$ cat config.mk
export PLATFORM = sky130hd
export DESIGN_NAME = mcdcn_front_flat
export DESIGN_NICKNAME = d
export VERILOG_FILES = /design/src/hw/rtl/mcdcn_pkg.sv /design/src/hw/rtl/mcdcn_if.sv /design/src/hw/rtl/mcdcn_front.sv /design/src/flat_wrapper.sv
export SDC_FILE = /design/constraint.sdc
export NUM_CORES = 1
export LEC_CHECK = 0
export ABC_AREA = 1
export BUFFER_PORTS_ARGS = -buffer_cell sky130_fd_sc_hd__buf_2
export CAP_MARGIN = 20
export CORE_MARGIN = 5
export CORE_UTILIZATION = 40
export DETAILED_ROUTE_END_ITERATION = 6
export SETUP_SLACK_MARGIN = 0.3
export SLEW_MARGIN = 10
export SYNTH_ARGS = -nofsm -noshare
export SYNTH_HDL_FRONTEND = slang
export SYNTH_SLANG_ARGS = --single-unit
$ cat constraint.sdc
create_clock -name clock -period 2.6 [get_ports clock]
set_input_delay 0.52 -clock clock [delete_from_list [all_inputs] [get_ports clock]]
set_output_delay 0.52 -clock clock [all_outputs]
set_load 0.01 [all_outputs]
$ cat src/hw/rtl/mcdcn_pkg.sv
`timescale 1ns / 1ps

package mcdcn_pkg;

   // sizing
   localparam int NUM_CHANNELS = 14;
   localparam int FRAC_BITS    = 16;
   localparam int COEF_FRAC    = 16;
   localparam int CHAN_W       = 4;
   localparam int SAMPLE_W     = 24;
   localparam int OUT_W        = 16;
   localparam int ALPHA_W      = 16;
   localparam int COEF_W       = 18;
   localparam int STATE_W      = 48;
   localparam int CSR_IDX_W    = 3;
   localparam int CSR_DATA_W   = 18;
   localparam int IDX_W        = (NUM_CHANNELS > 1) ? $clog2(NUM_CHANNELS) : 1;

   // product slicing: state word split into a signed high part and a 16-bit low part
   localparam int HI_W   = STATE_W - COEF_FRAC;
   localparam int LO_W   = COEF_FRAC + 1 + COEF_W;
   localparam int LOSH_W = LO_W - COEF_FRAC;
   localparam int MUL_W  = HI_W + COEF_W;
   localparam int DIFF_W = SAMPLE_W + 1;
   localparam int PAIR_W = MUL_W + 1;
   localparam int TSUM_W = MUL_W + 2;
   localparam int SUM_W  = MUL_W + 3;
   localparam int OUT_SHIFT = FRAC_BITS + 8;

   // queue and pipeline
   localparam int QUEUE_DEPTH = 4;
   localparam int QPTR_W      = $clog2(QUEUE_DEPTH);
   localparam int PIPE_DEPTH  = 6;

   typedef logic signed [STATE_W-1:0] state_type;
   typedef logic signed [COEF_W-1:0]  coef_type;

   localparam state_type STATE_MAX = {1'b0, {(STATE_W-1){1'b1}}};
   localparam state_type STATE_MIN = {1'b1, {(STATE_W-1){1'b0}}};
   localparam state_type Q_MAX     = state_type'(32767);
   localparam state_type Q_MIN     = state_type'(-32768);

   // register map
   typedef enum logic [CSR_IDX_W-1:0] {
      REG_DC_ALPHA = 3'd0,
      REG_NOTCH_B0 = 3'd1,
      REG_NOTCH_B1 = 3'd2,
      REG_NOTCH_B2 = 3'd3,
      REG_NOTCH_A1 = 3'd4,
      REG_NOTCH_A2 = 3'd5
   } csr_reg_type;

   typedef struct packed {
      logic [ALPHA_W-1:0] dc_alpha;
      coef_type           b0;
      coef_type           b1;
      coef_type           b2;
      coef_type           a1;
      coef_type           a2;
   } coef_set_type;

   localparam coef_set_type COEF_RESET = '{
      dc_alpha: 16'd65208,
      b0:       18'sd63716,
      b1:       -18'sd121095,
      b2:       18'sd63716,
      a1:       18'sd121095,
      a2:       -18'sd61897
   };

   // queued item, classified on entry
   typedef struct packed {
      logic [CHAN_W-1:0]          channel;
      logic signed [SAMPLE_W-1:0] sample;
      logic                       in_range;
   } item_type;

   // high partial product: floor(v / 2^16) * c
   function automatic logic signed [MUL_W-1:0] mul_hi(state_type v, coef_type c);
      logic signed [HI_W-1:0] h;
      h = v[STATE_W-1:COEF_FRAC];
      return h * c;
   endfunction

   // low partial product: floor((v mod 2^16) * c / 2^16)
   function automatic logic signed [LOSH_W-1:0] mul_lo(state_type v, coef_type c);
      logic signed [COEF_FRAC:0] l;
      logic signed [LO_W-1:0]    p;
      l = {1'b0, v[COEF_FRAC-1:0]};
      p = l * c;
      return p[LO_W-1:COEF_FRAC];
   endfunction

   // join the partial products into floor(v * c / 2^16)
   function automatic logic signed [MUL_W-1:0] mul_join(logic signed [MUL_W-1:0] hi,
                                                        logic signed [LOSH_W-1:0] lo);
      return hi + MUL_W'(lo);
   endfunction

   // clamp to the 48-bit state range
   function automatic state_type sat_state(logic signed [SUM_W-1:0] v);
      if (v > SUM_W'(STATE_MAX)) begin
         return STATE_MAX;
      end
      if (v < SUM_W'(STATE_MIN)) begin
         return STATE_MIN;
      end
      return v[STATE_W-1:0];
   endfunction

endpackage

$ cat src/hw/rtl/mcdcn_if.sv
`timescale 1ns / 1ps

// sample request channel
interface mcdcn_req_if;
   logic                                     valid;
   logic                                     ready;
   logic [mcdcn_pkg::CHAN_W-1:0]             channel;
   logic signed [mcdcn_pkg::SAMPLE_W-1:0]    sample;

   modport source (output valid, channel, sample, input ready);
   modport sink   (input valid, channel, sample, output ready);
endinterface


$ cat src/hw/rtl/mcdcn_front.sv
`timescale 1ns / 1ps

module mcdcn_front (
   input  logic                clock,
   input  logic                reset,
   mcdcn_req_if.sink           req_bus,
   output logic                q_valid,
   output mcdcn_pkg::item_type q_item,
   input  logic                q_ready
);

   mcdcn_pkg::item_type                queue_ff [mcdcn_pkg::QUEUE_DEPTH];
   logic [mcdcn_pkg::QPTR_W-1:0]       wr_ptr_ff, wr_ptr_in;
   logic [mcdcn_pkg::QPTR_W-1:0]       rd_ptr_ff, rd_ptr_in;
   logic [mcdcn_pkg::QPTR_W:0]         count_ff, count_in;
   mcdcn_pkg::item_type                new_item;
   logic                               push;
   logic                               pop;

   // classify the incoming sample
   always_comb begin
      new_item.channel  = req_bus.channel;
      new_item.sample   = req_bus.sample;
      new_item.in_range = 32'(req_bus.channel) < mcdcn_pkg::NUM_CHANNELS;
   end

   assign req_bus.ready = count_ff != (mcdcn_pkg::QPTR_W + 1)'(mcdcn_pkg::QUEUE_DEPTH);
   assign q_valid       = count_ff != '0;
   assign q_item        = queue_ff[rd_ptr_ff];
   assign push          = req_bus.valid && req_bus.ready;
   assign pop           = q_valid && q_ready;

   // pointer and fill count update
   always_comb begin
      wr_ptr_in = wr_ptr_ff;
      rd_ptr_in = rd_ptr_ff;
      count_in  = count_ff;
      if (push) begin
         wr_ptr_in = (wr_ptr_ff == mcdcn_pkg::QPTR_W'(mcdcn_pkg::QUEUE_DEPTH - 1)) ?
                     '0 : wr_ptr_ff + 1'b1;
      end
      if (pop) begin
         rd_ptr_in = (rd_ptr_ff == mcdcn_pkg::QPTR_W'(mcdcn_pkg::QUEUE_DEPTH - 1)) ?
                     '0 : rd_ptr_ff + 1'b1;
      end
      if (push && !pop) begin
         count_in = count_ff + 1'b1;
      end else if (pop && !push) begin
         count_in = count_ff - 1'b1;
      end
   end

   always_ff @(posedge clock) begin
      if (reset) begin
         wr_ptr_ff <= '0;
         rd_ptr_ff <= '0;
         count_ff  <= '0;
      end else begin
         wr_ptr_ff <= wr_ptr_in;
         rd_ptr_ff <= rd_ptr_in;
         count_ff  <= count_in;
      end
   end

   // queue storage
   always_ff @(posedge clock) begin
      if (push) begin
         queue_ff[wr_ptr_ff] <= new_item;
      end
   end

   a_count_bound: assert property (@(posedge clock) disable iff (reset)
      count_ff <= mcdcn_pkg::QUEUE_DEPTH)
      else $error("queue fill count beyond depth");

endmodule

$ cat src/flat_wrapper.sv
// flat-port wrapper written by rule: the top's interface ports become plain ports
module mcdcn_front_flat 
  (clock, reset, q_valid, q_item, q_ready, req_bus_valid, req_bus_channel, req_bus_sample, req_bus_ready);
  mcdcn_req_if req_bus_i ();
  input  logic clock;
  input  logic reset;
  output logic q_valid;
  output mcdcn_pkg::item_type q_item;
  input  logic q_ready;
  input wire logic [$bits(req_bus_i.valid)-1:0] req_bus_valid;
  input wire logic [$bits(req_bus_i.channel)-1:0] req_bus_channel;
  input wire logic [$bits(req_bus_i.sample)-1:0] req_bus_sample;
  output wire logic [$bits(req_bus_i.ready)-1:0] req_bus_ready;
  assign req_bus_i.valid = req_bus_valid;
  assign req_bus_i.channel = req_bus_channel;
  assign req_bus_i.sample = req_bus_sample;
  assign req_bus_ready = req_bus_i.ready;
  mcdcn_front u_core (.clock(clock), .reset(reset), .req_bus(req_bus_i), .q_valid(q_valid), .q_item(q_item), .q_ready(q_ready));
endmodule
==> impl_metrics.env <==
export IMPL_synth_seq_area_share_pct=71.66
export IMPL_fin_util_pct=49.16
export IMPL_fmaxAchievable_mhz=457.3
export IMPL_seqPwrFrac_pct=39.0
export IMPL_p_int_mw=4.523
export IMPL_holdPathEnd="u_core.count_ff[0]"
export IMPL_drtAntennaViolNets=0
export IMPL_power_mw=6.541
export IMPL_ys_types=25
export IMPL_numCtsBuffers=17
export IMPL_die_w_um=123.1
export IMPL_synth_warnings=0
export IMPL_synthAdderAreaFrac_pct=1.860
export IMPL_drv_slew=0
export IMPL_gp_congestion=0.6910
export IMPL_pwr_share_clk_pct=32.5
export IMPL_r2r_end="u_core.count_ff[1]"
export IMPL_die_area_um2=15140
export IMPL_post_cts_setup_buffers=0
export IMPL_pwr_share_comb_pct=28.5
export IMPL_num_io_pins=63
export IMPL_path_cells="clkbuf_8 > o21ai_0 > o22ai_1 > buf_2"
export IMPL_cp_end_kind="primary output"
export IMPL_wirelength_um=9747
export IMPL_synth_top_family_by_area="compound AO/OA/AOI/OAI gates"
export IMPL_dp_cells=576
export IMPL_postPlaceCellArea_um2=5630
export IMPL_synth_xor_area_share_pct=0.1713
export IMPL_final_layout_size_suffix_gt1_share_pct=35.71
export IMPL_swShare_pct=30.85
export IMPL_maxCapViolCount=0
export IMPL_final_area_um2=6178
export IMPL_syn_avg_cell_area_um2=14.57
export IMPL_layout_nets=462
export IMPL_fin_worst_skew_ns=0.008291
export IMPL_ys_ff_latch=125
export IMPL_setup_worst_path_class="reg -> out"
export IMPL_finalCritPeriodShare_pct=84.11
export IMPL_dp_slack_ns=0.6423
export IMPL_cts_tree="built"
export IMPL_routedWlPerCell_um=16.08
export IMPL_whs_ns=0.2983
export IMPL_syn_cell_area_um2=5112
export IMPL_start_util_pct=40.68
export IMPL_fin_crit_ns=2.187
export IMPL_htree_levels=4
export IMPL_clkTransAtPathRegs_ns=0.05
export IMPL_fin_tns_setup_ns=0
export IMPL_power_per_cell_area_nw_per_um2=1059
export IMPL_die_h_um=123.1
export IMPL_synth_compound_area_share_pct=11.97
export IMPL_grt_pass1_wl_um=15590
export IMPL_min_path_cells=2
export IMPL_grt_start_max_net_pins=59
export IMPL_max_stage_delay_ns=0.36
export IMPL_finalHoldViolations=0
export IMPL_avgViaCountPerCell=4.799
export IMPL_tightest_slew_ns=0.4818
export IMPL_syn_to_final_growth_pct=20.85
export IMPL_cts_hold_buf=0
export IMPL_grt_usage_pct=14.03
export IMPL_vias=2908
export IMPL_r2r_slack_ns=0.67
export IMPL_status="completed"
export IMPL_reg2reg_from="u_core.count_ff[1]"
export IMPL_clock_latency_ns=0.40
export IMPL_setup_violations_final=0
export IMPL_rows=41
export IMPL_hp_class="in -> reg"
export IMPL_cts_path_max_buffers=2
export IMPL_diodes=0
export IMPL_first_iter_violations=219
export IMPL_cts_root_buf="clkbuf_16"
export IMPL_r2r_cells=9
export IMPL_hold_path_startpoint="reset"
export IMPL_crit_buf_inv=2
export IMPL_peakVddDrop_mv=0.5295
export IMPL_p_sw_mw=2.018
export IMPL_io_buffers=62
export IMPL_fin_cells=606
export IMPL_p_leak_nw=2.186
export IMPL_worstSetupStartpointType="flop"
export IMPL_finalWorstSetupSlack_ns=0.4131
export IMPL_antenna_found_initial=0
export IMPL_synth_mux_area_share_pct=0
export IMPL_grt_overflow_total=0
export IMPL_arrival_ns=1.67
export IMPL_grt_pass1_vias=3060
export IMPL_clock_sinks=125
export IMPL_drc=0
export IMPL_core_area_um2=12570
export IMPL_rsz0062_at_grt="yes"
export IMPL_yosys_area_share_simple_pct=10.57
export IMPL_timing_slew_headroom_pct=67.88
export IMPL_cp_max_fo=58
export IMPL_critical_path_top_delay_family="buffers and inverters"
export IMPL_firstDrtPassIters=4
export IMPL_dp_final_hpwl_um=5708
export IMPL_crit_slowest_cell="clkbuf_8"
export IMPL_required_ns=2.08
export IMPL_synthesis_nets=390
export IMPL_netlist_instances=351
==> logic make-up after synthesis <==
logic type / after synthesis
fa+ha+maj: 7
xor+xnor: 1
simple gates: 94
compound gates: 90
buf+inv: 34
flops: 125
==> registers in the layout, indices dropped and copies added (netlist names), named ones only <==
name and cells:
u_core.wr_ptr_ff 2, u_core.queue_ff 116, u_core.rd_ptr_ff 2, u_core.count_ff 3
==> Yosys cell counts <==
cell	instances	area share [%]
buf_6	2	0.44
edfxtp_1	116	68
nor2_4	20	4.4
o21ai_1	2	0.20
ha_1	6	1.5
inv_2	5	0.37
xor2_1	1	0.17
o21ai_0	57	5.6
buf_4	1	0.15
nand2_1	13	0.95
nand3_1	2	0.20
nand3b_1	2	0.29
nor2_2	9	1.1
buf_12	2	0.78
buf_2	11	1.1
dfxtp_1	9	3.5
inv_1	11	0.81
o22ai_1	9	1.1
fa_1	1	0.39
nand4_1	1	0.12
nand2_2	1	0.12
a21oi_1	2	0.20
nor2_1	46	3.4
o22ai_2	20	4.9
clkbuf_1	2	0.15
==> power by group through the flow <==
| stage | clock network (mW) | registers (mW) | logic (mW) |
|---|---|---|---|
| floorplan | 0 | 2.58 | 1.28 |
| global placement | 0 | 2.58 | 1.88 |
| detailed placement | 0 | 2.58 | 1.90 |
| CTS | 2.18 | 2.55 | 1.92 |
| global route | 2.27 | 2.57 | 2.10 |
| finish | 2.13 | 2.55 | 1.86 |
==> repair_timing <==
action | in CTS | in global routing
gates resized for setup | 2 | 4
endpoints found under the setup margin | 20 | 9
gates cloned | 0 | 0
==> cell type report <==
type	count	area [um^2]
sequential	125	3665
clock buffer	19	432.9
inverter	16	67.56
fill	1118	6390
clock inverter	11	102.6
timing repair buffer	71	409.1
tap	172	215.2
multi-input combinational	192	1286
==> metal layers <==
metal  GRT usage, %  wire, um  up-vias
met5              0         0        -
met4          5.190       109        0
met3          4.803       486       11
met2          23.61      5020       58
met1          16.73      4131     1405
li1               -         -     1434
==> placed cells by master, fill, tap and decap left out <==
master / Yosys / final
xor2_1: 1 / 1
dfxtp_2: 0 / 1
nor2_2: 9 / 9
clkinv_1: 0 / 4
o22ai_1: 9 / 9
nor2_1: 46 / 42
ha_1: 6 / 6
clkbuf_8: 0 / 1
clkinvlp_4: 0 / 1
buf_2: 11 / 62
nand2_1: 13 / 13
fa_1: 1 / 1
a21oi_1: 2 / 2
nand2_2: 1 / 1
o21ai_1: 2 / 3
nand3_1: 2 / 2
clkbuf_1: 2 / 2
inv_1: 11 / 11
bufinv_16: 0 / 2
nor2_4: 20 / 24
buf_4: 1 / 6
nand3b_1: 2 / 2
inv_4: 0 / 1
edfxtp_1: 116 / 116
clkinv_2: 0 / 4
o21ai_0: 57 / 56
o22ai_2: 20 / 20
dfxtp_1: 9 / 8
buf_12: 2 / 2
clkbuf_16: 0 / 17
nand4_1: 1 / 1
clkinv_4: 0 / 1
inv_2: 5 / 3
==> worst max-delay path by stage <==
| stage | from | end | slack (ns) | cells after the start |
|---|---|---|---|---|
| 3_5_place_dp | req_bus_valid | u_core.count_ff[1] | 0.64 | 8 |
| 3_3_place_gp | flop | q_item[0] | 0.70 | 5 |
| 4_1_cts | flop | q_item[0] | 0.34 | 4 |
| 6_report | flop | q_item[26] | 0.41 | 4 |
| 5_1_grt | flop | q_item[7] | 0.29 | 5 |
| 2_1_floorplan | u_core.count_ff[0] | u_core.queue_ff[0][0] | 0.22 | 4 |
(Power assumes the default switching activity.)
