<file path="config.mk">
export PLATFORM = sky130hd
export DESIGN_NAME = mcdcn_csr_flat
export DESIGN_NICKNAME = d
export VERILOG_FILES = /design/src/hw/rtl/mcdcn_pkg.sv /design/src/hw/rtl/mcdcn_if.sv /design/src/hw/rtl/mcdcn_csr.sv /design/src/flat_wrapper.sv
export SDC_FILE = /design/constraint.sdc
export NUM_CORES = 1
export LEC_CHECK = 0
export BUFFER_PORTS_ARGS = -buffer_cell sky130_fd_sc_hd__buf_2
export CAP_MARGIN = 20
export CORE_MARGIN = 2
export CORE_UTILIZATION = 35
export DETAILED_ROUTE_END_ITERATION = 8
export PLACE_DENSITY = 0.63
export SYNTH_ARGS = -nofsm -noshare
export SYNTH_HDL_FRONTEND = slang
export SYNTH_SLANG_ARGS = --single-unit
</file>
<file path="constraint.sdc">
create_clock -name clock -period 4.6 [get_ports clock]
set_clock_uncertainty 0.1 [all_clocks]
set_input_delay 0.92 -clock clock [delete_from_list [all_inputs] [get_ports clock]]
set_output_delay 0.92 -clock clock [all_outputs]
set_load 0.02 [all_outputs]
</file>
<file path="src/hw/rtl/mcdcn_pkg.sv">
`timescale 1ns / 1ps

package mcdcn_pkg;

   // sizing
   localparam int NUM_CHANNELS = 14;
   localparam int FRAC_BITS    = 16;
   localparam int COEF_FRAC    = 16;
   localparam int CHAN_W       = 4;
   localparam int SAMPLE_W     = 24;
   localparam int OUT_W        = 16;
   localparam int ALPHA_W      = 16;
   localparam int COEF_W       = 18;
   localparam int STATE_W      = 48;
   localparam int CSR_IDX_W    = 3;
   localparam int CSR_DATA_W   = 18;
   localparam int IDX_W        = (NUM_CHANNELS > 1) ? $clog2(NUM_CHANNELS) : 1;

   // product slicing: state word split into a signed high part and a 16-bit low part
   localparam int HI_W   = STATE_W - COEF_FRAC;
   localparam int LO_W   = COEF_FRAC + 1 + COEF_W;
   localparam int LOSH_W = LO_W - COEF_FRAC;
   localparam int MUL_W  = HI_W + COEF_W;
   localparam int DIFF_W = SAMPLE_W + 1;
   localparam int PAIR_W = MUL_W + 1;
   localparam int TSUM_W = MUL_W + 2;
   localparam int SUM_W  = MUL_W + 3;
   localparam int OUT_SHIFT = FRAC_BITS + 8;

   // queue and pipeline
   localparam int QUEUE_DEPTH = 4;
   localparam int QPTR_W      = $clog2(QUEUE_DEPTH);
   localparam int PIPE_DEPTH  = 6;

   typedef logic signed [STATE_W-1:0] state_type;
   typedef logic signed [COEF_W-1:0]  coef_type;

   localparam state_type STATE_MAX = {1'b0, {(STATE_W-1){1'b1}}};
   localparam state_type STATE_MIN = {1'b1, {(STATE_W-1){1'b0}}};
   localparam state_type Q_MAX     = state_type'(32767);
   localparam state_type Q_MIN     = state_type'(-32768);

   // register map
   typedef enum logic [CSR_IDX_W-1:0] {
      REG_DC_ALPHA = 3'd0,
      REG_NOTCH_B0 = 3'd1,
      REG_NOTCH_B1 = 3'd2,
      REG_NOTCH_B2 = 3'd3,
      REG_NOTCH_A1 = 3'd4,
      REG_NOTCH_A2 = 3'd5
   } csr_reg_type;

   typedef struct packed {
      logic [ALPHA_W-1:0] dc_alpha;
      coef_type           b0;
      coef_type           b1;
      coef_type           b2;
      coef_type           a1;
      coef_type           a2;
   } coef_set_type;

   localparam coef_set_type COEF_RESET = '{
      dc_alpha: 16'd65208,
      b0:       18'sd63716,
      b1:       -18'sd121095,
      b2:       18'sd63716,
      a1:       18'sd121095,
      a2:       -18'sd61897
   };

   // queued item, classified on entry
   typedef struct packed {
      logic [CHAN_W-1:0]          channel;
      logic signed [SAMPLE_W-1:0] sample;
      logic                       in_range;
   } item_type;

   // high partial product: floor(v / 2^16) * c
   function automatic logic signed [MUL_W-1:0] mul_hi(state_type v, coef_type c);
      logic signed [HI_W-1:0] h;
      h = v[STATE_W-1:COEF_FRAC];
      return h * c;
   endfunction

   // low partial product: floor((v mod 2^16) * c / 2^16)
   function automatic logic signed [LOSH_W-1:0] mul_lo(state_type v, coef_type c);
      logic signed [COEF_FRAC:0] l;
      logic signed [LO_W-1:0]    p;
      l = {1'b0, v[COEF_FRAC-1:0]};
      p = l * c;
      return p[LO_W-1:COEF_FRAC];
   endfunction

   // join the partial products into floor(v * c / 2^16)
   function automatic logic signed [MUL_W-1:0] mul_join(logic signed [MUL_W-1:0] hi,
                                                        logic signed [LOSH_W-1:0] lo);
      return hi + MUL_W'(lo);
   endfunction

   // clamp to the 48-bit state range
   function automatic state_type sat_state(logic signed [SUM_W-1:0] v);
      if (v > SUM_W'(STATE_MAX)) begin
         return STATE_MAX;
      end
      if (v < SUM_W'(STATE_MIN)) begin
         return STATE_MIN;
      end
      return v[STATE_W-1:0];
   endfunction

endpackage

</file>
<file path="src/hw/rtl/mcdcn_if.sv">


// register write channel
interface mcdcn_csr_if;
   logic                                     valid;
   logic                                     ready;
   logic [mcdcn_pkg::CSR_IDX_W-1:0]          index;
   logic [mcdcn_pkg::CSR_DATA_W-1:0]         data;

   modport source (output valid, index, data, input ready);
   modport sink   (input valid, index, data, output ready);
endinterface

</file>
<file path="src/hw/rtl/mcdcn_csr.sv">
`timescale 1ns / 1ps

module mcdcn_csr (
   input  logic                    clock,
   input  logic                    reset,
   mcdcn_csr_if.sink               csr_bus,
   output mcdcn_pkg::coef_set_type coef
);

   mcdcn_pkg::coef_set_type coef_ff;
   mcdcn_pkg::coef_set_type coef_in;

   // writes always complete in one transfer
   assign csr_bus.ready = 1'b1;
   assign coef          = coef_ff;

   // register decode, unused indexes dropped
   always_comb begin
      coef_in = coef_ff;
      if (csr_bus.valid) begin
         unique case (mcdcn_pkg::csr_reg_type'(csr_bus.index))
            mcdcn_pkg::REG_DC_ALPHA: coef_in.dc_alpha = csr_bus.data[mcdcn_pkg::ALPHA_W-1:0];
            mcdcn_pkg::REG_NOTCH_B0: coef_in.b0 = csr_bus.data;
            mcdcn_pkg::REG_NOTCH_B1: coef_in.b1 = csr_bus.data;
            mcdcn_pkg::REG_NOTCH_B2: coef_in.b2 = csr_bus.data;
            mcdcn_pkg::REG_NOTCH_A1: coef_in.a1 = csr_bus.data;
            mcdcn_pkg::REG_NOTCH_A2: coef_in.a2 = csr_bus.data;
            default: ;
         endcase
      end
   end

   always_ff @(posedge clock) begin
      if (reset) begin
         coef_ff <= mcdcn_pkg::COEF_RESET;
      end else begin
         coef_ff <= coef_in;
      end
   end

endmodule

</file>
<file path="src/flat_wrapper.sv">
// flat-port wrapper written by rule: the top's interface ports become plain ports
module mcdcn_csr_flat 
  (clock, reset, coef, csr_bus_valid, csr_bus_index, csr_bus_data, csr_bus_ready);
  mcdcn_csr_if csr_bus_i ();
  input  logic clock;
  input  logic reset;
  output mcdcn_pkg::coef_set_type coef;
  input wire logic [$bits(csr_bus_i.valid)-1:0] csr_bus_valid;
  input wire logic [$bits(csr_bus_i.index)-1:0] csr_bus_index;
  input wire logic [$bits(csr_bus_i.data)-1:0] csr_bus_data;
  output wire logic [$bits(csr_bus_i.ready)-1:0] csr_bus_ready;
  assign csr_bus_i.valid = csr_bus_valid;
  assign csr_bus_i.index = csr_bus_index;
  assign csr_bus_i.data = csr_bus_data;
  assign csr_bus_ready = csr_bus_i.ready;
  mcdcn_csr u_core (.clock(clock), .reset(reset), .csr_bus(csr_bus_i), .coef(coef));
endmodule
</file>
==> PnR_summary.wiki, run 1 <==
{| class="wikitable"
! Metric !! Value
|-
| Number of cells traversed by the worst register-to-register path || 2
|-
| Share of the yosys chip area belonging to registers || between 50% and 60%
|-
| Cell area power density || between 300 and 400 nW/um2
|-
| Number of flip-flops under the largest register name || ~110
|-
| Final worst path period need || between 2000 and 2500 ps
|-
| Clock tree root driver cell || sky130_fd_sc_hd__clkbuf_16
|-
| Clock network latency to the later pin of the worst-skew pair || 340 ps
|-
| GPL Wtd Cong || ~0.76
|-
| Switching Share || 23.1%
|-
| Violated checks || design-rule violations
|-
| Largest fanout of any net on the critical path || 10
|-
| CP startpoint kind || input pin
|-
| Final Setup Violations || 0
|-
| Reg2Reg Capture Point || u_core.coef[30]
|-
| Area of placed instances || just under 5000 um2
|-
| Result of the run || complete, but fails checks
|-
| Unrepaired setup endpoints after global routing || false
|-
| Syn nets || 421
|-
| Type of the worst min-delay path || register to register
|-
| Routed len/inst || 16.6 um
|-
| Switching power || 0.440 mW
|-
| IO Count || 131
|-
| Unique masters post-synth || 16
|-
| Part of the power in combinational logic || 8.2%
|-
| Number of search-and-repair iterations in the first detailed-routing pass || 6
|-
| Synthesized area divided by synthesized cell count || ~10 um2
|-
| Max Clock Freq || 474 MHz
|-
| Ys async rst share || 0%
|-
| Sort of element at the end of the critical path || register
|-
| Area of the die || 12,800 um2
|-
| Global route total overflow || 0
|-
| Count of buffers added by post-CTS timing repair for setup || 0
|-
| Clk pwr share || 41.9%
|-
| Top post-synthesis cells by area || sky130_fd_sc_hd__dfxtp_1 51%, sky130_fd_sc_hd__mux2i_1 25%, sky130_fd_sc_hd__nand2b_1 9.9%
|-
| IR Drop Worst-Case VDD || between 150 and 200 uV
|-
| Final wirelength || around 11 mm
|-
| Antenna violations before repair || 1
|-
| Reg2reg setup slack || 3830 ps
|-
| Hold wc startpoint || u_core.coef[28]
|-
| Slew HR || about a third
|-
| TNS Setup || 0 ps
|-
| Fin. max-slew vios || 0
|-
| Post-synthesis register bit count || 106
|-
| Final hold vios || 0
|-
| Post-DR vias/cell || ~4.7
|-
| Clock Sink Count || 106
|-
| Library cell with the largest summed area after synthesis || sky130_fd_sc_hd__dfxtp_1
|-
| Overall Global Routing Usage || 17.5%
|-
| Leakage power summed over all cells || 2.52 nW
|-
| CTS buffer count || 9
|-
| Wire length of the first global-routing pass || 17.2 mm
|-
| Fill cells || ~1,100
|-
| Count of antenna-violating nets left after detailed routing || 0
|-
| Startpoint of the most critical setup path || csr_bus_valid
|-
| Design Area, Final || 5200 um2
|-
| Data required time at the worst endpoint || about 4800 ps
|-
| Net count, final || 536
|-
| Critical Path Sink || u_core.coef[32]
|-
| Slew at the pin with the worst max-slew slack || 1020 ps
|-
| Effective utilization at floorplan || 36.2%
|-
| R2r startpoint || u_core.coef[30]
|-
| Post-CTS resize count || 0
|-
| H-tree level count || 3
|-
| Synthesis warning total || 0
|-
| Fraction of layout cells with a size suffix above 1 || 29.6%
|-
| Cell Area, Synth || around 4200 um2
|-
| Internal power contribution || 1.46 mW
|-
| Leading post-synthesis cells by instance count || 106 x sky130_fd_sc_hd__dfxtp_1, 106 x sky130_fd_sc_hd__mux2i_1, 76 x sky130_fd_sc_hd__nor2_1
|-
| Category of the most critical setup path || input pin to register
|-
| Number of max-cap violations || 0
|-
| Data arrival, critical path || 2280 ps
|-
| First-iteration detailed-routing DRC count || 102
|-
| Post-route DRC violation count || 9
|-
| Count of buffers inserted at the top-level ports || approximately 130
|-
| DPL Wire Length || 8.04 mm
|-
| Synthesis-to-layout area growth || 24.9%
|-
| Quantity of hold-fixing buffers added after cts || 0
|-
| Die height || between 100 and 150 um
|-
| CTS tree || yes
|-
| Mapped Cells || 397
|-
| Placeable core region || about 12,000 um2
|-
| Count of flip-flops with a built-in enable after synthesis || 0
|-
| Clk pin slew, worst setup/hold paths || 70 ps
|-
| Register share of total power || roughly half
|-
| Final Cycle Share || 45.9%
|-
| Maximum root-to-sink buffer count || 2
|-
| Vias in the first global route || approximately 3,100
|-
| Row count || 39
|-
| Most common flop cell mapped by yosys || sky130_fd_sc_hd__dfxtp_1
|-
| Die span in x || 113 um
|-
| Vias post-DR || 3,082
|-
| Share of Yosys cell area claimed by the top area cell type || about half
|-
| Maximum number of pins on one net before global-route repair || 79
|}
worst min path at each step:
stage / end / cells past startpoint
4_1_cts: u_core.coef[22] / 2
5_1_grt: u_core.coef[90] / 2
3_3_place_gp: u_core.coef[6] / 2
2_1_floorplan: u_core.coef[12] / 2
6_report: u_core.coef[28] / 2
3_5_place_dp: u_core.coef[90] / 2
per-stage QoR:
| stage | total power, mW | setup slack, ps | hold WS [ps] | instances | util, % |
|---|---|---|---|---|---|
| after detailed placement | 1.13 | 2060 | 361 | 643 | 42.4 |
| after floorplan | 1.07 | 2450 | 446 | 397 | - |
| final | 1.90 | 2490 | 374 | 661 | 45.2 |
| after CTS | 1.92 | 2430 | 377 | 659 | 45.1 |
| after global placement | 1.13 | 2150 | 358 | 643 | 42.4 |
| after global routing | 1.97 | 2350 | 392 | 661 | 45.2 |
final cells by class:
class | count | area, um2 | share of cell area [%]
flip-flops and latches | 106 | 2120 | 40.8
multi-input cells | 259 | 1880 | 36.2
repair buffers | 136 | 698 | 13.4
clock buffers | 13 | 270 | 5.20
well taps | 143 | 179 | 3.44
clock inverters | 3 | 46.3 | 0.890
diodes | 1 | 2.50 | 0.0481
logic make-up after synthesis:
group                  Yosys count  synth area share, %
AND/OR/NAND/NOR                152                 19.3
multiplexers                   106                 25.5
other                            1               0.0901
flip-flops                     106                 51.0
buffers and inverters           32                 4.18
metal layers:
| metal | up-vias | wire length, um | global-route usage (%) |
|---|---|---|---|
| li1 | 1535 | - | - |
| met1 | 1458 | 5040 | 23.3 |
| met2 | 73 | 5180 | 28.3 |
| met3 | 16 | 518 | 3.00 |
| met4 | 0 | 249 | 7.15 |
| met5 | - | 0 | 0 |
power groups by stage:
stage	Clock, mW	Combinational (mW)	Sequential (mW)
6_report	0.798	0.157	0.949
5_1_grt	0.847	0.170	0.951
4_1_cts	0.815	0.158	0.949
3_5_place_dp	0	0.158	0.970
3_3_place_gp	0	0.155	0.970
2_1_floorplan	0	0.0795	0.994
critical path: stages:
cell and delay, ps:
sky130_fd_sc_hd__buf_2 160, sky130_fd_sc_hd__nor4bb_4 930, sky130_fd_sc_hd__mux2i_1 270
cell usage in the layout (no fill, tap or decap), types with 2 or more instances in the layout:
master	count
sky130_fd_sc_hd__buf_2	128
sky130_fd_sc_hd__dfxtp_1	106
sky130_fd_sc_hd__clkbuf_16	9
sky130_fd_sc_hd__mux2i_1	106
sky130_fd_sc_hd__and4b_1	2
sky130_fd_sc_hd__nor2_1	76
sky130_fd_sc_hd__clkbuf_8	3
sky130_fd_sc_hd__buf_4	7
sky130_fd_sc_hd__nand2b_1	66
sky130_fd_sc_hd__nand4bb_1	3
(Power assumes the default switching activity.)
==> run 2: changes to the inputs <==
- PLACE_DENSITY: 0.63 -> 0.66
- clock period: 4.6 -> 1.8 ns (I/O delays scaled with it)
==> run 2 against run 1 <==
Effect of this change: the run still ends with design-rule violations left; register-to-register slack got worse by 2800 ps; first-iteration DRC count increased by 25%; critical path depth decreased by 2; global-route usage decreased by 0.70 points; worst setup slack got worse by 2000 ps; via count increased by 2.3%; critical path type is now register to output pin; count of clock-buffer cells in the layout decreased by 4; cell count increased by 2.0%.
==> PnR_summary.wiki, run 2 (same netlist as run 1, synthesis figures left out) <==
{| class="wikitable"
! Metric !! Value
|-
| Result of the run || complete, but fails checks
|-
| Violated checks || design-rule violations
|-
| Category of the most critical setup path || register to output pin
|-
| GRT met3 Usage || 3.11%
|-
| Global route total overflow || 0
|-
| Post-DR vias/cell || 4.68
|-
| Type of the worst min-delay path || input pin to register
|-
| Vias in the first global route || 3,118
|-
| Post-route DRC violation count || 9
|-
| Clk pin slew, worst setup/hold paths || 70 ps
|-
| H-tree level count || 3
|-
| Met2 usage in global routing || 26.2%
|-
| Most common cell after layout, fill and taps aside || sky130_fd_sc_hd__buf_2
|-
| GRT met1 Usage || a little under a quarter
|-
| Routed len/inst || 15.8 um
|-
| Count of buffers added by post-CTS timing repair for setup || 0
|-
| Final Setup Violations || 0
|-
| Number of search-and-repair iterations in the first detailed-routing pass || 6
|-
| Fill cells || 1,112
|-
| Fraction of layout cells with a size suffix above 1 || 31.8%
|-
| Data required time at the worst endpoint || 1340 ps
|-
| Row count || 39
|-
| Wire length of the first global-routing pass || roughly 17 mm
|-
| Final worst path period need || 1340 ps
|-
| DPL Wire Length || 8.04 mm
|-
| Placeable core region || 11,500 um2
|-
| Overall Global Routing Usage || 16.8%
|-
| Number of max-cap violations || 0
|-
| Delay contributed by the slowest stage of the critical path || 360 ps
|-
| Maximum root-to-sink buffer count || 2
|-
| Maximum number of pins on one net before global-route repair || 56
|-
| Total area of sequential cells || 2120 um2
|-
| Total inserted antenna cells || 0
|-
| Master of the slowest instance on the critical path || sky130_fd_sc_hd__dfxtp_1
|-
| Final hold vios || 0
|-
| Die span in x || 113 um
|-
| Vias post-DR || 3,154
|-
| Fin. max-slew vios || 0
|-
| Clock network latency to the later pin of the worst-skew pair || roughly 340 ps
|-
| Die height || 113 um
|-
| Total design power || 4.81 mW
|-
| Count of buffers inserted at the top-level ports || roughly 130
|-
| Unrepaired setup endpoints after global routing || false
|-
| Cell area power density || 908 nW/um2
|-
| CP startpoint kind || register
|-
| IO Count || 131
|-
| Leakage power summed over all cells || between 2 and 3 nW
|-
| Post-CTS resize count || 0
|-
| Largest delay share family, worst path || flip-flops
|-
| Number of flip-flops under the largest register name || 106
|-
| Most congested layer reported by global routing || met2
|-
| TNS Setup || 0 ps
|-
| Clock tree root driver cell || sky130_fd_sc_hd__clkbuf_16
|-
| Quantity of hold-fixing buffers added after cts || 0
|-
| Net count, final || 550
|-
| Antenna violations before repair || 0
|-
| Synthesis-to-layout area growth || 27.3%
|-
| Largest fanout of any net on the critical path || 2
|-
| Sort of element at the end of the critical path || output pin
|-
| CTS tree || yes
|-
| Area occupied by multi-input gates || roughly 1900 um2
|-
| Final Cycle Share || 74.5%
|-
| Data arrival, critical path || 880 ps
|-
| Final wirelength || between 10 and 15 mm
|-
| Area of the die || 12,800 um2
|-
| CTS buffer count || 9
|-
| Max Clock Freq || approximately 750 MHz
|-
| Clock Sink Count || 106
|-
| Count of buffer and inverter cells on the critical path || 1
|-
| First-iteration detailed-routing DRC count || 128
|-
| Crit path cell chain || buf_2
|-
| Worst hold margin || 186 ps
|-
| Leading cell types in the layout, fill and taps excluded || 128 x sky130_fd_sc_hd__buf_2, 106 x sky130_fd_sc_hd__mux2i_1, 106 x sky130_fd_sc_hd__dfxtp_1, 76 x sky130_fd_sc_hd__nor2_1, 66 x sky130_fd_sc_hd__nand2b_1
|-
| IR Drop Worst-Case VDD || approximately 380 uV
|-
| Count of antenna-violating nets left after detailed routing || 0
|-
| Effective utilization at floorplan || between 30 and 40%
|-
| GPL Wtd Cong || 0.774
|}
-- run 2: changes by cell type in the layout (fill, tap and decap cells not counted), sizes merged --
cell      change
buf          +15
clkbuf        -5
clkinv        +2
clkinvlp      +1
diode         -1
inv           +1
-- run 2: path summary, 6_finish.rpt --
check / start / slack, ps / to / cells past startpoint
max reg2reg: u_core.coef[49] / 1040 / u_core.coef[49] / 2
min: csr_bus_data[5] / 190 / u_core.coef[23] / 3
min reg2reg: u_core.coef[76] / 370 / u_core.coef[76] / 2
max: u_core.coef[49] / 460 / coef[49] / 1
-- run 2: layout make-up --
cell class	instances	area share (%)
clock buffers	9	4.25
flip-flops and latches	106	40.0
repair buffers	150	15.4
clock inverters	7	1.30
multi-input cells	259	35.6
well taps	143	3.38
-- run 2: report_power, final --
group | total (mW) | internal, mW | switching (mW)
Sequential | 2.42 | 2.40 | 0.0273
Combinational | 0.421 | 0.168 | 0.253
Clock | 1.97 | 1.08 | 0.891
Total | 4.81 | 3.64 | 1.17
-- run 2: per-stage QoR --
step / cell area, um2 / instances / util [%] / worst slack [ps]
detailed placement: 5010 / 658 / 43.5 / 164
floorplan: 4160 / 397 / - / 214
global placement: 5010 / 658 / 43.5 / 202
finish: 5300 / 674 / 46.0 / 459
global route: 5300 / 674 / 46.0 / 417
CTS: 5300 / 674 / 46.0 / 437
-- run 2: layer usage --
layer	up-vias	wire (um)
met4	0	206
met3	13	641
met1	1479	4920
li1	1572	-
met5	-	0
met2	90	4890
==> run 3: changes to the inputs <==
- clock period: 1.8 -> 1.2 ns (I/O delays scaled with it)
==> run 3 against run 2 <==
Effect of this change: critical path type unchanged; clock power up 62%; the flow still finishes with violations (design-rule violations); core utilization up 4.0 points; global-route usage up 0.13 points; power up 57%; cell count up 1.3%; critical endpoint is now coef[29]; die area unchanged; critical path depth unchanged; via count up 1.1%; worst hold slack worse by 110 ps.
==> PnR_summary.wiki, run 3 (same netlist as run 1, synthesis figures left out) <==
{| class="wikitable"
! Metric !! Value
|-
| Result of the run || complete, but fails checks
|-
| Violated checks || design-rule violations
|-
| Data arrival, critical path || 840 ps
|-
| Synthesis-to-layout area growth || 38.3%
|-
| Fill cells || 1,070
|-
| Number of flip-flops under the largest register name || 106
|-
| Data required time at the worst endpoint || 860 ps
|-
| Maximum number of pins on one net before global-route repair || 35
|-
| Post-DR vias/cell || approximately 4.7
|-
| Type of the worst min-delay path || input pin to register
|-
| Vias in the first global route || around 3,100
|-
| Fraction of layout cells with a size suffix above 1 || 40.6%
|-
| CTS tree || yes
|-
| Antenna violations before repair || 0
|-
| Overall Global Routing Usage || 16.9%
|-
| H-tree level count || 3
|-
| CTS buffer count || 9
|-
| Routed len/inst || 15.9 um
|-
| Clk pin slew, worst setup/hold paths || ~70 ps
|-
| Final Util || between 50% and 60%
|-
| Global route total overflow || 0
|-
| Crit path cell chain || buf_4
|-
| Count of buffer and inverter cells on the critical path || 1
|-
| Post-route worst setup slack || around 25 ps
|-
| Maximum root-to-sink buffer count || 2
|-
| Wire length of the first global-routing pass || 16.9 mm
|-
| Largest delay share family, worst path || flip-flops
|-
| Category of the most critical setup path || register to output pin
|-
| Master of the slowest instance on the critical path || sky130_fd_sc_hd__dfxtp_1
|-
| Fin. max-slew vios || 0
|-
| Die span in x || around 110 um
|-
| Final Setup Violations || 0
|-
| Slew HR || approximately 64%
|-
| DPL Wire Length || 8.07 mm
|-
| Cell area power density || 1310 nW/um2
|-
| Slew at the pin with the worst max-slew slack || around 530 ps
|-
| Unrepaired setup endpoints after global routing || false
|-
| Area of the die || 12,800 um2
|-
| Count of buffers inserted at the top-level ports || 129
|-
| Vias post-DR || roughly 3,200
|-
| Die height || around 110 um
|-
| Count of buffers added by post-CTS timing repair for setup || 0
|-
| Net count, final || 559
|-
| Final worst path period need || 1180 ps
|-
| Clock network latency to the later pin of the worst-skew pair || 330 ps
|-
| Quantity of hold-fixing buffers added after cts || 0
|-
| Delay contributed by the slowest stage of the critical path || 350 ps
|-
| IO Count || 131
|-
| Total inserted antenna cells || 0
|-
| Row count || 39
|-
| Post-route DRC violation count || 7
|-
| First-iteration detailed-routing DRC count || 127
|-
| Leakage power summed over all cells || 2.76 nW
|-
| Final hold vios || 0
|-
| Leading cell types in the layout, fill and taps excluded || 108 x sky130_fd_sc_hd__buf_4, 106 x sky130_fd_sc_hd__mux2i_1, 74 x sky130_fd_sc_hd__nor2_1, 66 x sky130_fd_sc_hd__nand2b_1, 65 x sky130_fd_sc_hd__dfxtp_1
|-
| Final wirelength || 10.8 mm
|-
| Number of search-and-repair iterations in the first detailed-routing pass || 7
|-
| IR Drop Worst-Case VDD || 634 uV
|-
| Placeable core region || approximately 12,000 um2
|-
| Largest fanout of any net on the critical path || 2
|-
| Pre-CTS WS || -247 ps
|-
| Sort of element at the end of the critical path || output pin
|-
| Clock tree root driver cell || sky130_fd_sc_hd__clkbuf_16
|-
| GPL Wtd Cong || ~0.82
|-
| Number of max-cap violations || 0
|-
| Count of antenna-violating nets left after detailed routing || 0
|-
| Post-CTS resize count || 26
|-
| Final Cycle Share || between 90% and 100%
|-
| Clock Sink Count || 106
|-
| Max Clock Freq || 851 MHz
|-
| Effective utilization at floorplan || 36.2%
|-
| Most common cell after layout, fill and taps aside || sky130_fd_sc_hd__buf_4
|-
| CP startpoint kind || register
|}
run 3: cell types whose count changed in the layout (fill, tap and decap cells not counted), moves of 3 or more:
cell / previous run / this run
sky130_fd_sc_hd__buf_2: 128 / 41
sky130_fd_sc_hd__buf_12: 1 / 7
sky130_fd_sc_hd__buf_6: 0 / 3
sky130_fd_sc_hd__buf_4: 21 / 108
sky130_fd_sc_hd__dfxtp_1: 106 / 65
sky130_fd_sc_hd__dfxtp_2: 0 / 41
run 3: path summary, 6_finish.rpt:
check	startpoint	end	slack, ps	cells past startpoint
min reg2reg	u_core.coef[70]	u_core.coef[70]	370	2
max	u_core.coef[29]	coef[29]	20	1
max reg2reg	u_core.coef[71]	u_core.coef[71]	450	2
min	csr_bus_data[5]	u_core.coef[23]	80	3
run 3: power by group:
part	switching, mW	internal, mW	total, mW	leakage [nW]
logic	0.392	0.324	0.716	1.74
registers	0.0458	3.60	3.65	0.858
clock network	1.25	1.94	3.19	0.163
run 3: worst reg2reg max path, stage by stage, from the launching register on:
cell and delay (ps):
sky130_fd_sc_hd__dfxtp_2 340, sky130_fd_sc_hd__nor2_1 120, sky130_fd_sc_hd__mux2i_1 80
run 3: metrics by stage:
| step | cells | TNS (ps) | total power, mW | area [um2] | hold WS, ps |
|---|---|---|---|---|---|
| 4_1_cts | 683 | 0 | 7.60 | 5540 | 76.2 |
| 3_3_place_gp | 667 | -13670 | 4.39 | 5150 | 357 |
| 5_1_grt | 683 | 0 | 7.85 | 5760 | 72.1 |
| 2_1_floorplan | 397 | -3630 | 4.13 | 4230 | 295 |
| 3_5_place_dp | 667 | -15470 | 4.40 | 5150 | 363 |
| 6_report | 683 | 0 | 7.56 | 5760 | 75.8 |
run 3: metal layers:
metal | vias to the layer above | share of wire, % | global-route usage [%]
met3 | 12 | 5.6 | 3.91
li1 | 1583 | - | -
met5 | - | 0 | 0
met4 | 0 | 1.4 | 5.04
met2 | 84 | 47 | 26.9
met1 | 1511 | 46 | 23.1
run 3: layout make-up:
| type | count | area (um2) | area share [%] |
|---|---|---|---|
| multi-input combinational | 259 | 1890 | 32.8 |
| clock buffer | 12 | 256 | 4.45 |
| clock inverter | 4 | 73.8 | 1.28 |
| tap | 143 | 179 | 3.11 |
| timing repair buffer | 159 | 1190 | 20.7 |
| sequential | 106 | 2170 | 37.7 |
